===== src/rtl/core/bwa_pkg.sv =====
// ----------------------------------------------------------------------------
// bwa_pkg
// Shared sizes, digit constants and the control struct of the decimal
// wheel accumulator.
// ----------------------------------------------------------------------------
package bwa_pkg;

  // accumulator geometry
  localparam int NUM_DIGITS  = 24;
  localparam int LOW_DIGITS  = 19;
  localparam int DIGIT_W     = 4;
  localparam int OPND_W      = 64;
  localparam int CONV_DIGITS = 20;  // decimal digits of a 64-bit operand
  localparam int TALLY_W     = 5;
  localparam int TALLY_MAX   = 31;

  // step counter covers the conversion and both ring passes
  localparam int CNT_STEPS   = (OPND_W > NUM_DIGITS) ? OPND_W : NUM_DIGITS;
  localparam int CNT_W       = $clog2(CNT_STEPS);

  localparam logic [DIGIT_W-1:0] DEC_BASE  = DIGIT_W'(10);
  localparam logic [DIGIT_W-1:0] DABBLE_TH = DIGIT_W'(5);
  localparam logic [DIGIT_W-1:0] DABBLE_AD = DIGIT_W'(3);

  // request codes
  localparam logic REQ_LOAD = 1'b0;
  localparam logic REQ_ADD  = 1'b1;

  typedef logic [DIGIT_W-1:0] digit_t;

  // sequencer strobes to the datapath units
  typedef struct packed {
    logic start;    // new word taken
    logic conv_en;  // one double-dabble step
    logic add_en;   // one digit through the ring adder
    logic read_en;  // one digit out to the binary readout
    logic read_take;// digit belongs to the low part
    logic is_add;   // add request, else load
  } ctrl_t;

endpackage


===== src/rtl/core/bwa_b2d.sv =====
// ----------------------------------------------------------------------------
// bwa_b2d
// Bit-serial binary to BCD converter (double dabble, one bit per cycle),
// then shifts its digits out lowest first, one per cycle.
// ----------------------------------------------------------------------------
module bwa_b2d (
  input  logic                        clk_i,
  input  logic                        rst_ni,
  input  bwa_pkg::ctrl_t              ctrl_i,
  input  logic [bwa_pkg::OPND_W-1:0]  operand_i,
  output bwa_pkg::digit_t             digit_o
);

  logic [bwa_pkg::OPND_W-1:0] bin_q, bin_d;
  bwa_pkg::digit_t            bcd_q [bwa_pkg::CONV_DIGITS];
  bwa_pkg::digit_t            bcd_d [bwa_pkg::CONV_DIGITS];
  bwa_pkg::digit_t            adj   [bwa_pkg::CONV_DIGITS];

  // add-3 correction on every digit ahead of the shift
  always_comb begin
    for (int i = 0; i < bwa_pkg::CONV_DIGITS; i++) begin
      adj[i] = (bcd_q[i] >= bwa_pkg::DABBLE_TH) ? bcd_q[i] + bwa_pkg::DABBLE_AD
                                                : bcd_q[i];
    end
  end

  // next value of the binary and digit shift registers
  always_comb begin
    bin_d = bin_q;
    for (int i = 0; i < bwa_pkg::CONV_DIGITS; i++) begin
      bcd_d[i] = bcd_q[i];
    end
    if (ctrl_i.start) begin
      bin_d = operand_i;
      for (int i = 0; i < bwa_pkg::CONV_DIGITS; i++) begin
        bcd_d[i] = '0;
      end
    end else if (ctrl_i.conv_en) begin
      bin_d    = {bin_q[bwa_pkg::OPND_W-2:0], 1'b0};
      bcd_d[0] = {adj[0][bwa_pkg::DIGIT_W-2:0], bin_q[bwa_pkg::OPND_W-1]};
      for (int i = 1; i < bwa_pkg::CONV_DIGITS; i++) begin
        bcd_d[i] = {adj[i][bwa_pkg::DIGIT_W-2:0], adj[i-1][bwa_pkg::DIGIT_W-1]};
      end
    end else if (ctrl_i.add_en) begin
      // digit shift-out, zeros fill from the top
      for (int i = 0; i < bwa_pkg::CONV_DIGITS - 1; i++) begin
        bcd_d[i] = bcd_q[i+1];
      end
      bcd_d[bwa_pkg::CONV_DIGITS-1] = '0;
    end
  end

  always_ff @(posedge clk_i or negedge rst_ni) begin
    if (!rst_ni) begin
      bin_q <= '0;
      for (int i = 0; i < bwa_pkg::CONV_DIGITS; i++) begin
        bcd_q[i] <= '0;
      end
    end else begin
      bin_q <= bin_d;
      for (int i = 0; i < bwa_pkg::CONV_DIGITS; i++) begin
        bcd_q[i] <= bcd_d[i];
      end
    end
  end

  assign digit_o = bcd_q[0];

endmodule


===== src/rtl/core/bwa_ring.sv =====
// ----------------------------------------------------------------------------
// bwa_ring
// Accumulator digit ring with a one-digit BCD adder. Rotates right while
// loading or adding, rotates left to feed the readout top digit first.
// ----------------------------------------------------------------------------
module bwa_ring (
  input  logic                         clk_i,
  input  logic                         rst_ni,
  input  bwa_pkg::ctrl_t               ctrl_i,
  input  bwa_pkg::digit_t              opnd_digit_i,
  output bwa_pkg::digit_t              top_digit_o,
  output logic [bwa_pkg::TALLY_W-1:0]  tally_o,
  output logic                         zero_o
);

  bwa_pkg::digit_t             ring_q [bwa_pkg::NUM_DIGITS];
  logic                        carry_q, carry_d;
  logic [bwa_pkg::TALLY_W-1:0] tally_q, tally_d;
  logic                        zero_q, zero_d;
  logic [bwa_pkg::DIGIT_W:0]   sum;
  bwa_pkg::digit_t             res;
  logic                        res_carry;

  // one decimal digit add, lowest digit at the ring head
  always_comb begin
    sum = {1'b0, ring_q[0]} + {1'b0, opnd_digit_i} + {{bwa_pkg::DIGIT_W{1'b0}}, carry_q};
    if (!ctrl_i.is_add) begin
      res       = opnd_digit_i;
      res_carry = 1'b0;
    end else if (sum >= {1'b0, bwa_pkg::DEC_BASE}) begin
      res       = bwa_pkg::DIGIT_W'(sum - {1'b0, bwa_pkg::DEC_BASE});
      res_carry = 1'b1;
    end else begin
      res       = sum[bwa_pkg::DIGIT_W-1:0];
      res_carry = 1'b0;
    end
  end

  // carry, tally and zero tracking across the pass
  always_comb begin
    carry_d = carry_q;
    tally_d = tally_q;
    zero_d  = zero_q;
    if (ctrl_i.start) begin
      carry_d = 1'b0;
      tally_d = '0;
      zero_d  = 1'b1;
    end else if (ctrl_i.add_en) begin
      carry_d = res_carry;
      zero_d  = zero_q & (res == '0);
      if (res_carry && (tally_q < bwa_pkg::TALLY_W'(bwa_pkg::TALLY_MAX))) begin
        tally_d = tally_q + 1'b1;
      end
    end
  end

  always_ff @(posedge clk_i or negedge rst_ni) begin
    if (!rst_ni) begin
      carry_q <= 1'b0;
      tally_q <= '0;
      zero_q  <= 1'b1;
    end else begin
      carry_q <= carry_d;
      tally_q <= tally_d;
      zero_q  <= zero_d;
    end
  end

  // digit ring rotation
  always_ff @(posedge clk_i or negedge rst_ni) begin
    if (!rst_ni) begin
      for (int i = 0; i < bwa_pkg::NUM_DIGITS; i++) begin
        ring_q[i] <= '0;
      end
    end else if (ctrl_i.add_en) begin
      for (int i = 0; i < bwa_pkg::NUM_DIGITS - 1; i++) begin
        ring_q[i] <= ring_q[i+1];
      end
      ring_q[bwa_pkg::NUM_DIGITS-1] <= res;
    end else if (ctrl_i.read_en) begin
      for (int i = 1; i < bwa_pkg::NUM_DIGITS; i++) begin
        ring_q[i] <= ring_q[i-1];
      end
      ring_q[0] <= ring_q[bwa_pkg::NUM_DIGITS-1];
    end
  end

  assign top_digit_o = ring_q[bwa_pkg::NUM_DIGITS-1];
  assign tally_o     = tally_q;
  assign zero_o      = zero_q;

endmodule


===== src/rtl/core/bwa_d2b.sv =====
// ----------------------------------------------------------------------------
// bwa_d2b
// Digit-serial BCD to binary readout: Horner accumulation, top digit first,
// times ten then plus the digit on each step.
// ----------------------------------------------------------------------------
module bwa_d2b (
  input  logic                        clk_i,
  input  logic                        rst_ni,
  input  bwa_pkg::ctrl_t              ctrl_i,
  input  bwa_pkg::digit_t             digit_i,
  output logic [bwa_pkg::OPND_W-1:0]  value_o
);

  logic [bwa_pkg::OPND_W-1:0] acc_q, acc_d;

  // acc * 10 + digit, shift-and-add form
  always_comb begin
    acc_d = acc_q;
    if (ctrl_i.start) begin
      acc_d = '0;
    end else if (ctrl_i.read_en && ctrl_i.read_take) begin
      acc_d = (acc_q << 3) + (acc_q << 1)
            + {{(bwa_pkg::OPND_W-bwa_pkg::DIGIT_W){1'b0}}, digit_i};
    end
  end

  always_ff @(posedge clk_i or negedge rst_ni) begin
    if (!rst_ni) begin
      acc_q <= '0;
    end else begin
      acc_q <= acc_d;
    end
  end

  assign value_o = acc_q;

endmodule


===== src/rtl/core/bcd_wheel_accumulator.sv =====
// ----------------------------------------------------------------------------
// bcd_wheel_accumulator
// 24-digit BCD accumulator that loads or adds 64-bit binary words.
// ----------------------------------------------------------------------------
// Each accepted word runs in three serial passes: a bit-serial binary to BCD
// conversion, a pass of the digit ring through a one-digit decimal adder
// (load or add, carry out of the top digit is dropped but still counted),
// and a pass that rotates the ring back while rebuilding the low 19 digits
// as binary. The result then waits until the output register is free. The
// single conversion shift register and digit adder serve one word at a time,
// so no new input word is taken before the last result is in the output
// register. in_stall_o is high from acceptance until the result is in the
// output register, which then holds it independently of the input side.
// ----------------------------------------------------------------------------
module bcd_wheel_accumulator (
  input  logic                              clk_i,
  input  logic                              rst_ni,
  input  logic                              in_valid_i,
  output logic                              in_stall_o,
  input  logic                              req_type_i,
  input  logic [bwa_pkg::OPND_W-1:0]        operand_value_i,
  output logic                              out_valid_o,
  input  logic                              out_stall_i,
  output logic [bwa_pkg::OPND_W-1:0]        low_value_o,
  output logic [bwa_pkg::TALLY_W-1:0]       carry_positions_o,
  output logic                              is_zero_o
);

  localparam logic [2:0] ST_IDLE = 3'd0;
  localparam logic [2:0] ST_CONV = 3'd1;
  localparam logic [2:0] ST_ADD  = 3'd2;
  localparam logic [2:0] ST_READ = 3'd3;
  localparam logic [2:0] ST_WAIT = 3'd4;

  localparam logic [bwa_pkg::CNT_W-1:0] CONV_LAST =
    bwa_pkg::CNT_W'(bwa_pkg::OPND_W - 1);
  localparam logic [bwa_pkg::CNT_W-1:0] RING_LAST =
    bwa_pkg::CNT_W'(bwa_pkg::NUM_DIGITS - 1);
  localparam logic [bwa_pkg::CNT_W-1:0] TAKE_FIRST =
    bwa_pkg::CNT_W'(bwa_pkg::NUM_DIGITS - bwa_pkg::LOW_DIGITS);

  logic [2:0]                   state_q, state_d;
  logic [bwa_pkg::CNT_W-1:0]    cnt_q, cnt_d;
  logic                         req_q, req_d;
  logic                         in_acc;
  logic                         out_free;
  logic                         out_load;
  logic                         out_valid_q, out_valid_d;
  logic [bwa_pkg::OPND_W-1:0]   low_q;
  logic [bwa_pkg::TALLY_W-1:0]  tally_q;
  logic                         zero_q;
  bwa_pkg::ctrl_t               ctrl;
  bwa_pkg::digit_t              opnd_digit;
  bwa_pkg::digit_t              top_digit;
  logic [bwa_pkg::TALLY_W-1:0]  ring_tally;
  logic                         ring_zero;
  logic [bwa_pkg::OPND_W-1:0]   low_bin;

  assign in_stall_o = (state_q != ST_IDLE);
  assign in_acc     = in_valid_i && !in_stall_o;
  assign out_free   = !out_valid_q || !out_stall_i;
  assign out_load   = (state_q == ST_WAIT) && out_free;

  // sequencer
  always_comb begin
    state_d = state_q;
    cnt_d   = cnt_q;
    req_d   = req_q;
    unique case (state_q)
      ST_IDLE: begin
        if (in_acc) begin
          state_d = ST_CONV;
          cnt_d   = '0;
          req_d   = req_type_i;
        end
      end
      ST_CONV: begin
        cnt_d = cnt_q + 1'b1;
        if (cnt_q == CONV_LAST) begin
          state_d = ST_ADD;
          cnt_d   = '0;
        end
      end
      ST_ADD: begin
        cnt_d = cnt_q + 1'b1;
        if (cnt_q == RING_LAST) begin
          state_d = ST_READ;
          cnt_d   = '0;
        end
      end
      ST_READ: begin
        cnt_d = cnt_q + 1'b1;
        if (cnt_q == RING_LAST) begin
          state_d = ST_WAIT;
          cnt_d   = '0;
        end
      end
      ST_WAIT: begin
        if (out_free) begin
          state_d = ST_IDLE;
        end
      end
      default: begin
        state_d = ST_IDLE;
      end
    endcase
  end

  always_ff @(posedge clk_i or negedge rst_ni) begin
    if (!rst_ni) begin
      state_q <= ST_IDLE;
      cnt_q   <= '0;
      req_q   <= bwa_pkg::REQ_LOAD;
    end else begin
      state_q <= state_d;
      cnt_q   <= cnt_d;
      req_q   <= req_d;
    end
  end

  // strobes to the datapath
  always_comb begin
    ctrl.start     = in_acc;
    ctrl.conv_en   = (state_q == ST_CONV);
    ctrl.add_en    = (state_q == ST_ADD);
    ctrl.read_en   = (state_q == ST_READ);
    ctrl.read_take = (cnt_q >= TAKE_FIRST);
    ctrl.is_add    = (req_q == bwa_pkg::REQ_ADD);
  end

  bwa_b2d u_b2d (
    .clk_i     (clk_i),
    .rst_ni    (rst_ni),
    .ctrl_i    (ctrl),
    .operand_i (operand_value_i),
    .digit_o   (opnd_digit)
  );

  bwa_ring u_ring (
    .clk_i        (clk_i),
    .rst_ni       (rst_ni),
    .ctrl_i       (ctrl),
    .opnd_digit_i (opnd_digit),
    .top_digit_o  (top_digit),
    .tally_o      (ring_tally),
    .zero_o       (ring_zero)
  );

  bwa_d2b u_d2b (
    .clk_i   (clk_i),
    .rst_ni  (rst_ni),
    .ctrl_i  (ctrl),
    .digit_i (top_digit),
    .value_o (low_bin)
  );

  // output word register
  always_comb begin
    out_valid_d = out_valid_q;
    if (out_load) begin
      out_valid_d = 1'b1;
    end else if (out_valid_q && !out_stall_i) begin
      out_valid_d = 1'b0;
    end
  end

  always_ff @(posedge clk_i or negedge rst_ni) begin
    if (!rst_ni) begin
      out_valid_q <= 1'b0;
    end else begin
      out_valid_q <= out_valid_d;
    end
  end

  always_ff @(posedge clk_i) begin
    if (out_load) begin
      low_q   <= low_bin;
      tally_q <= ring_tally;
      zero_q  <= ring_zero;
    end
  end

  assign out_valid_o       = out_valid_q;
  assign low_value_o       = low_q;
  assign carry_positions_o = tally_q;
  assign is_zero_o         = zero_q;

endmodule


===== config.mk =====
export PLATFORM = sky130hd
export DESIGN_NAME = bcd_wheel_accumulator
export DESIGN_NICKNAME = d
export VERILOG_FILES = /design/src/rtl/core/bwa_pkg.sv /design/src/rtl/core/bwa_b2d.sv /design/src/rtl/core/bwa_ring.sv /design/src/rtl/core/bwa_d2b.sv /design/src/rtl/core/bcd_wheel_accumulator.sv
export SDC_FILE = /design/constraint.sdc
export NUM_CORES = 1
export LEC_CHECK = 0
export BUFFER_PORTS_ARGS = -buffer_cell sky130_fd_sc_hd__buf_2
export CAP_MARGIN = 40
export CORE_MARGIN = 2
export CORE_UTILIZATION = 35
export CTS_CLUSTER_SIZE = 16
export DETAILED_ROUTE_END_ITERATION = 8
export SYNTH_ARGS = -nofsm -noshare
export SYNTH_HDL_FRONTEND = slang
export SYNTH_SLANG_ARGS = --single-unit

===== constraint.sdc =====
create_clock -name clk_i -period 13.63 [get_ports clk_i]
set_input_delay 1.363 -clock clk_i [delete_from_list [all_inputs] [get_ports clk_i]]
set_output_delay 1.363 -clock clk_i [all_outputs]
set_load 0.01 [all_outputs]

==> flow_summary_export.csv, run 1 <==
group,metric,value,unit
status,status,"finished, final reports clean",
route,vias,17700,
power_and_ir_drop,p_int,3.54,mW
clock_tree,clk_pin_slew,0.06,ns
floorplanning,chipHeight,256,µm
route,vias_per_cell,5.37,
power_and_ir_drop,p_per_area,240,nW/µm²
route,drc,0,
synth,synth_edf_count,70,
global_route,grt_max_degree,129,
clock_tree,cts_tree,"yes",
sta,rsz0062_at_grt,"no",
power_and_ir_drop,p_sw_share,42.4,%
worst_setup_path,end_kind,"register",
power_and_ir_drop,power_frac_comb,46.4,%
sta,max_freq,0.246,GHz
place,dpl.hpwl,36300,µm
worst_setup_path,cpPeakStageDelay,0.54,ns
global_route,grt_use_total,16.2,%
synth,yosysMostFrequentCell,"dfrtp_1",
floorplanning,die_w,256,µm
clock_tree,cts_buffer_depth,3,
clock_tree,cts_root_buffer,"clkbuf_16",
finish,num-fill-cells,6163,
synth,synth_area_leaders,"dfrtp_1 (36%), ha_1 (9.5%), edfxtp_1 (9.4%)",
clock_tree,cts_buffers,46,
sta,setup-tns-final,0,ns
synth,ys_seq_elements,392,
place,globalplace.congestion,0.894,
floorplanning,initial_core_util,35.4,%
synth,yosys.area.top_type,"dfrtp_1",
place,dp_cells,3207,
worst_setup_path,criticalPathCategory,"register to register",
sta,worst_pin_slew,0.999,ns
flow_run,drv_cap,0,
route,route.met2.wl,26200,µm
finish,ff_latch_area,10200,µm²
finish,diodes,0,
hold_path,hold_path.class,"register to register",
global_route,grt_pass1_vias,17800,
route,wl_met3,2870,µm
sta,fin_crit,4.07,ns
worst_setup_path,worstPathArrival,4.53,ns
synth,synth_nets,2567,
power_and_ir_drop,pwr-share-clk,21.1,%
floorplanning,ios,141,
clock_tree,clock_latency,0.59,ns
worst_setup_path,required,14.09,ns
finish,finalNonFillerCells,3293,
synth,async_flop_share,82.1,%
power_and_ir_drop,switching_power,2.60,mW
synth,synth_top_area_share,36.0,%
route,drtIter0Drc,1047,
worst_setup_path,start_kind,"register",
power_and_ir_drop,power,6.14,mW
finish,final_core_util,40.6,%
finish,layout-drive-gt1-share,11.0,%
finish,area_growth_syn_to_layout,14.8,%
sta,setup_viol,0,
clock_tree,ctsResizeCount,0,
place,dpl_cell_area,24000,µm²
synth,syn_inst,2324,
sta,slew_headroom,33.4,%
route,postRouteAntennaNets,0,
global_route,antenna_found_initial,2,
sta,final_max_slew_viol_count,0,
worst_setup_path,r2r_start,"u_ring.top_digit_o[3]$_DFFE_PN0N_",
floorplanning,die_area,65800,µm²
route,wl_met1,23400,µm
worst_setup_path,crit_chain,"inv_1, fa_1, inv_1, fa_1, a211oi_1, o21ai_1, a211oi_2, nor2_1, o21ai_1, a211oi_2, o2111ai_1, a21oi_1, o31ai_1",
synth,ys_warn_count,0,
clock_tree,htree_levels,2,
sta,finClkSkew,0.0262,ns
clock_tree,postCtsSetupBuffers,0,
floorplanning,fp.coreArea,63100,µm²
worst_setup_path,crit_end,"u_d2b.value_o[58]$_DFFE_PN0P_",
finish,fin_area,25600,µm²
hold_path,hp-start,"u_b2d.bin_q[51]$_DFFE_PN0P_",
synth,ys_seq_area_share,45.5,%
worst_setup_path,crit_fanout,4,
synth,synthTopCellsByCount,"dfrtp_1 (321), nand2_1 (259), a21oi_1 (230), nor2_1 (175), ha_1 (170)",
synth,syn_area,22300,µm²
power_and_ir_drop,seqPwrFrac,32.5,%
route,drtPass1Iterations,7,
sta,fin_crit_sh,29.9,%
power_and_ir_drop,peakVddDrop,115,µV
worst_setup_path,rrSetupSlack,9.56,ns
global_route,grt_remaining_overflow,0,
route,highest_layer,"met5",
synth,synth_ff_type,"dfrtp_1",
clock_tree,clock-sinks,392,
finish,layout.nets,2652,
place,port_buffers,140,
worst_setup_path,startpoint,"u_ring.top_digit_o[3]$_DFFE_PN0N_",
synth,syn_avg_cell_area,9.60,µm²
sta,hold_violations,0,
worst_setup_path,r2r_end,"u_d2b.value_o[58]$_DFFE_PN0P_",
route,wl_per_cell,16.3,µm
floorplanning,num_rows,92,
power_and_ir_drop,p_leak,11.5,nW
finish,multi_input_comb_area,11400,µm²
worst_setup_path,r2r_cells,13,
global_route,grt_pass1_wl,89900,µm
clock_tree,holdBufCountCts,0,
synth,synth_cell_type_count,75,
route,finalWirelength,53600,µm
worst_setup_path,slowest_stage,"fa_1",
-- area by class of cell --
type / count / area share [%]
multi-input cells: 1721 / 44.6
flip-flops and latches: 392 / 39.7
clock buffers: 71 / 5.46
well taps: 846 / 4.13
repair buffers: 163 / 3.98
inverters: 85 / 1.25
clock inverters: 15 / 0.884
-- how the worst min path moves through the flow --
stage | to | cells past startpoint
global route | u_b2d.bin_q[31]$_DFFE_PN0P_ | 2
floorplan | low_value_o[63]$_DFFE_PP_ | 0
CTS | low_value_o[0]$_DFFE_PP_ | 0
global placement | u_b2d.bin_q[42]$_DFFE_PN0P_ | 2
detailed placement | u_b2d.bin_q[42]$_DFFE_PN0P_ | 2
finish | u_b2d.bin_q[51]$_DFFE_PN0P_ | 2
-- routing by layer --
layer | global-route usage [%] | up-vias
met5 | 0 | -
met4 | 4.62 | 4
met3 | 3.11 | 89
met2 | 28.2 | 409
met1 | 20.3 | 8582
li1 | - | 8595
-- registers in the layout, indices dropped and copies added (netlist names), 3 cells and up --
name / flops
u_b2d.digit_o: 4
carry_positions_o: 5
u_d2b.value_o: 64
u_ring.tally_o: 5
low_value_o: 64
u_b2d.bcd_q: 76
u_ring.ring_q: 92
u_ring.top_digit_o: 4
u_b2d.bin_q: 64
state_q: 3
cnt_q: 6
-- power groups by stage --
stage                     sequential (mW)  clock (mW)  combinational [mW]
after floorplan                      1.84           0                2.28
after global placement               2.00           0                2.71
after detailed placement             2.01           0                2.84
after CTS                            2.00        1.34                2.85
after global routing                 2.06        1.39                3.22
final                                2.00        1.30                2.85
-- cells by family (layout without fill, tap and decap cells) --
group                    after synthesis  after routing  share of synthesized area (%)
AO/OA/AOI/OAI                        664            664                           18.6
XOR/XNOR                              74             74                           2.90
adder cells (fa/ha/maj)              174            174                           9.89
buffers and inverters                211            334                           3.60
flip-flops                           392            392                           45.5
multiplexers                         131            131                           5.88
AND/OR/NAND/NOR                      678            678                           13.6
-- through the flow --
stage	hold slack, ns	setup WS [ns]
2_1_floorplan	0.425	8.42
3_3_place_gp	0.458	9.73
3_5_place_dp	0.465	9.66
4_1_cts	0.478	9.58
5_1_grt	0.495	9.42
6_report	0.475	9.56
-- worst max-delay path: cells and delay by family, from the launching register on --
kind / cells / cell delay [ns]
AND/OR/NAND/NOR: 1 / 0.13
adder cells (fa/ha/maj): 2 / 1.02
flip-flops: 1 / 0.40
AO/OA/AOI/OAI: 8 / 2.26
buffers and inverters: 2 / 0.15
-- placed cells by master (no fill, tap or decap), types with 10 or more instances in the layout --
cell,Yosys,routed
dfrtp_1,321,320
nand2_1,259,259
a21oi_1,230,229
nor2_1,175,171
ha_1,170,170
buf_2,2,139
mux2i_1,130,130
o21ai_0,117,117
inv_1,84,84
nand3_1,80,78
edfxtp_1,70,70
a22oi_1,63,63
nor3_1,54,54
clkbuf_16,0,48
xnor2_1,47,47
o22ai_1,32,32
a211oi_1,30,30
xor2_1,27,27
o21ai_1,26,26
a31oi_1,25,25
a21o_1,25,25
nand2b_1,25,24
a32oi_1,20,20
nand4_1,19,19
nor2b_1,17,17
nor3b_1,16,16
o21bai_1,15,15
buf_4,0,14
o21a_1,12,12
clkbuf_1,110,12
clkbuf_8,0,11
o211ai_1,10,10
o31ai_1,10,10
Power figures use the tool's default switching activity.
==> inputs of run 2 (changes only) <==
==> constraint.sdc (replaced) <==
create_clock -name clk_i -period 3.5 [get_ports clk_i]
set_input_delay 0.35 -clock clk_i [delete_from_list [all_inputs] [get_ports clk_i]]
set_output_delay 0.35 -clock clk_i [all_outputs]
set_load 0.01 [all_outputs]
==> run 2 against run 1 <==
Effect of this change:
- global-route usage up 0.58 points
- combinational power rose to 4.1 times the previous value
- first-iteration DRC count down 6.4%
- worst setup slack worse by 9.4 ns
- power rose to 4.0 times the previous value
- clock power rose to 3.9 times the previous value
- critical path depth down 2
- utilization up 1.6 points
- cell count up 2.9%
- routed wire length up 3.1%
- sequential power rose to 3.8 times the previous value
- sequential share of layout area down 1.5 points
- critical path type unchanged
- largest cell class unchanged
==> flow_summary_export.csv, run 2 (same netlist as run 1, synthesis figures left out) <==
group,metric,value,unit
status,status,"finished, final reports clean",
sta,fin_crit,3.36,ns
worst_setup_path,required,3.96,ns
hold_path,holdPathStages,3,
clock_tree,htree_levels,2,
place,port_buffers,140,
finish,final_cell_mix,"dfrtp_1 (320), nand2_1 (259), a21oi_1 (228), nor2_1 (171), ha_1 (169)",
worst_setup_path,cpPeakStageDelay,0.43,ns
worst_setup_path,slowest_stage,"dfrtp_1",
place,dp_cells,3239,
sta,hold_violations,0,
finish,layout_commonest_cell,"dfrtp_1",
place,globalplace.congestion,0.863,
global_route,antenna_found_initial,1,
worst_setup_path,start_kind,"register",
global_route,grt_pass1_vias,18200,
finish,regMostFlops,"u_ring.ring_q",
finish,largest_reg_flops,92,
clock_tree,clock_latency,0.60,ns
floorplanning,initial_core_util,35.4,%
worst_setup_path,criticalPathCategory,"register to register",
sta,fin_crit_sh,96.0,%
route,drtIter0Drc,980,
route,drc,0,
finish,diodes,0,
worst_setup_path,critPathBufInv,0,
finish,layout.nets,2751,
hold_path,hold_path.class,"input pin to register",
floorplanning,die_area,65800,µm²
route,vias_per_cell,5.31,
finish,layout-drive-gt1-share,12.5,%
power_and_ir_drop,p_per_area,916,nW/µm²
route,vias,18000,
route,finalWirelength,55300,µm
clock_tree,cts_buffer_depth,3,
worst_setup_path,crit_family,"compound AO/OA/AOI/OAI gates",
clock_tree,cts_root_buffer,"clkbuf_16",
worst_setup_path,crit_top_cell,"ha_1",
power_and_ir_drop,peakVddDrop,531,µV
sta,setup_viol,0,
place,dpl_cell_area,24200,µm²
finish,area_growth_syn_to_layout,19.4,%
floorplanning,ios,141,
global_route,grt_remaining_overflow,0,
flow_run,drv_cap,0,
floorplanning,chipHeight,256,µm
finish,final_core_util,42.2,%
sta,worst_pin_slew,0.898,ns
floorplanning,die_w,256,µm
finish,fin_area,26600,µm²
sta,max_freq,0.298,GHz
finish,reg_top3,"u_ring.ring_q x92, u_b2d.bcd_q x76",
clock_tree,cts_tree,"yes",
worst_setup_path,end_kind,"register",
place,dpl_worst_slack,-0.0508,ns
route,wl_per_cell,16.3,µm
global_route,grt_pass1_wl,92700,µm
sta,final_max_slew_viol_count,0,
worst_setup_path,crit_cells,11,
worst_setup_path,worstPathArrival,3.83,ns
place,dpl.hpwl,37500,µm
worst_setup_path,crit_chain,"ha_1, ha_1, nand3_2, nor4_2, o2111ai_2, and3_4, a21oi_2, a41o_2, a41oi_4, o2111a_1, a221o_1",
sta,finClkSkew,0.0309,ns
clock_tree,clk_pin_slew,0.06,ns
sta,slew_headroom,40.1,%
finish,finalNonFillerCells,3390,
floorplanning,num_rows,92,
route,drtPass1Iterations,5,
power_and_ir_drop,p_leak,11.9,nW
worst_setup_path,crit_fanout,5,
global_route,grt_max_degree,188,
global_route,grt_use_total,16.7,%
clock_tree,cts_buffers,45,
worst_setup_path,r2r_cells,11,
floorplanning,fp.coreArea,63100,µm²
sta,finalWorstSetupSlack,0.139,ns
clock_tree,clock-sinks,392,
sta,timing.hold.ws,0.0501,ns
route,postRouteAntennaNets,0,
[run 2: changes by cell type in the layout (fill, tap and decap cells not counted), moves of 3 or more]
cell / change
clkbuf_16: -3
buf_16: -5
bufinv_16: +3
buf_4: +33
buf_8: -3
o21ai_2: +3
clkbuf_1: -6
clkinvlp_4: +4
o21ai_1: -3
clkbuf_8: -3
buf_12: +10
dlygate4sd3_1: +65
[run 2: final timing paths]
path	from	end	slack (ns)
worst max register to register	u_d2b.value_o[8]$_DFFE_PN0P_	u_d2b.value_o[49]$_DFFE_PN0P_	0.14
worst min-delay path	out_stall_i	out_valid_o$_DFFE_PN0P_	0.05
min in group asynchronous	rst_ni	u_b2d.bin_q[49]$_DFFE_PN0P_	0.38
max in group asynchronous	rst_ni	u_d2b.value_o[38]$_DFFE_PN0P_	2.15
worst max-delay path	u_d2b.value_o[8]$_DFFE_PN0P_	u_d2b.value_o[49]$_DFFE_PN0P_	0.14
worst min register to register	u_b2d.bin_q[39]$_DFFE_PN0P_	u_b2d.bin_q[39]$_DFFE_PN0P_	0.48
[run 2: timing repair]
item                                    CTS  global route
cloned                                    0             0
endpoints found under the hold margin   160             0
resized for setup                         3            18
pin swaps                                 1            16
buffers inserted                          0             3
endpoints found under the setup margin   11            29
hold buffers                             65             0
[run 2: area by class of cell]
cell class                      instances  area, µm²
Inverter                               85        319
Sequential cell                       392      10200
Tap cell                              846       1060
Timing Repair Buffer                  263       1930
Fill cell                            6078      36400
Multi-Input combinational cell       1721      11600
Clock buffer                           59       1260
Clock inverter                         24        355
[run 2: where the power goes]
part | switching [mW] | internal [mW]
combinational | 6.89 | 4.77
clock | 2.00 | 3.07
sequential | 1.45 | 6.21
[run 2: metrics by stage]
step	power, mW	TNS, ns
global route	26.5	-0.00316
finish	24.4	0
CTS	24.4	-0.0121
detailed placement	19.1	-0.145
floorplan	16.0	0
global placement	18.7	-0.0442
[run 2: layer usage]
metal / part of all wire (%) / up-vias / track usage, %
met5: 0.024 / - / 0
met4: 2.2 / 2 / 5.12
met3: 4.6 / 98 / 2.37
met2: 50 / 428 / 29.8
met1: 43 / 8696 / 20.9
li1: - / 8782 / -
[run 2: worst reg2reg max path, stage by stage, from the launching register on]
cell and delay, ns:
dfrtp_1 0.43, ha_1 0.32, ha_1 0.37, nand3_2 0.18
nor4_2 0.36, o2111ai_2 0.15, and3_4 0.21, a21oi_2 0.21
a41o_2 0.29, a41oi_4 0.15, o2111a_1 0.28, a221o_1 0.27
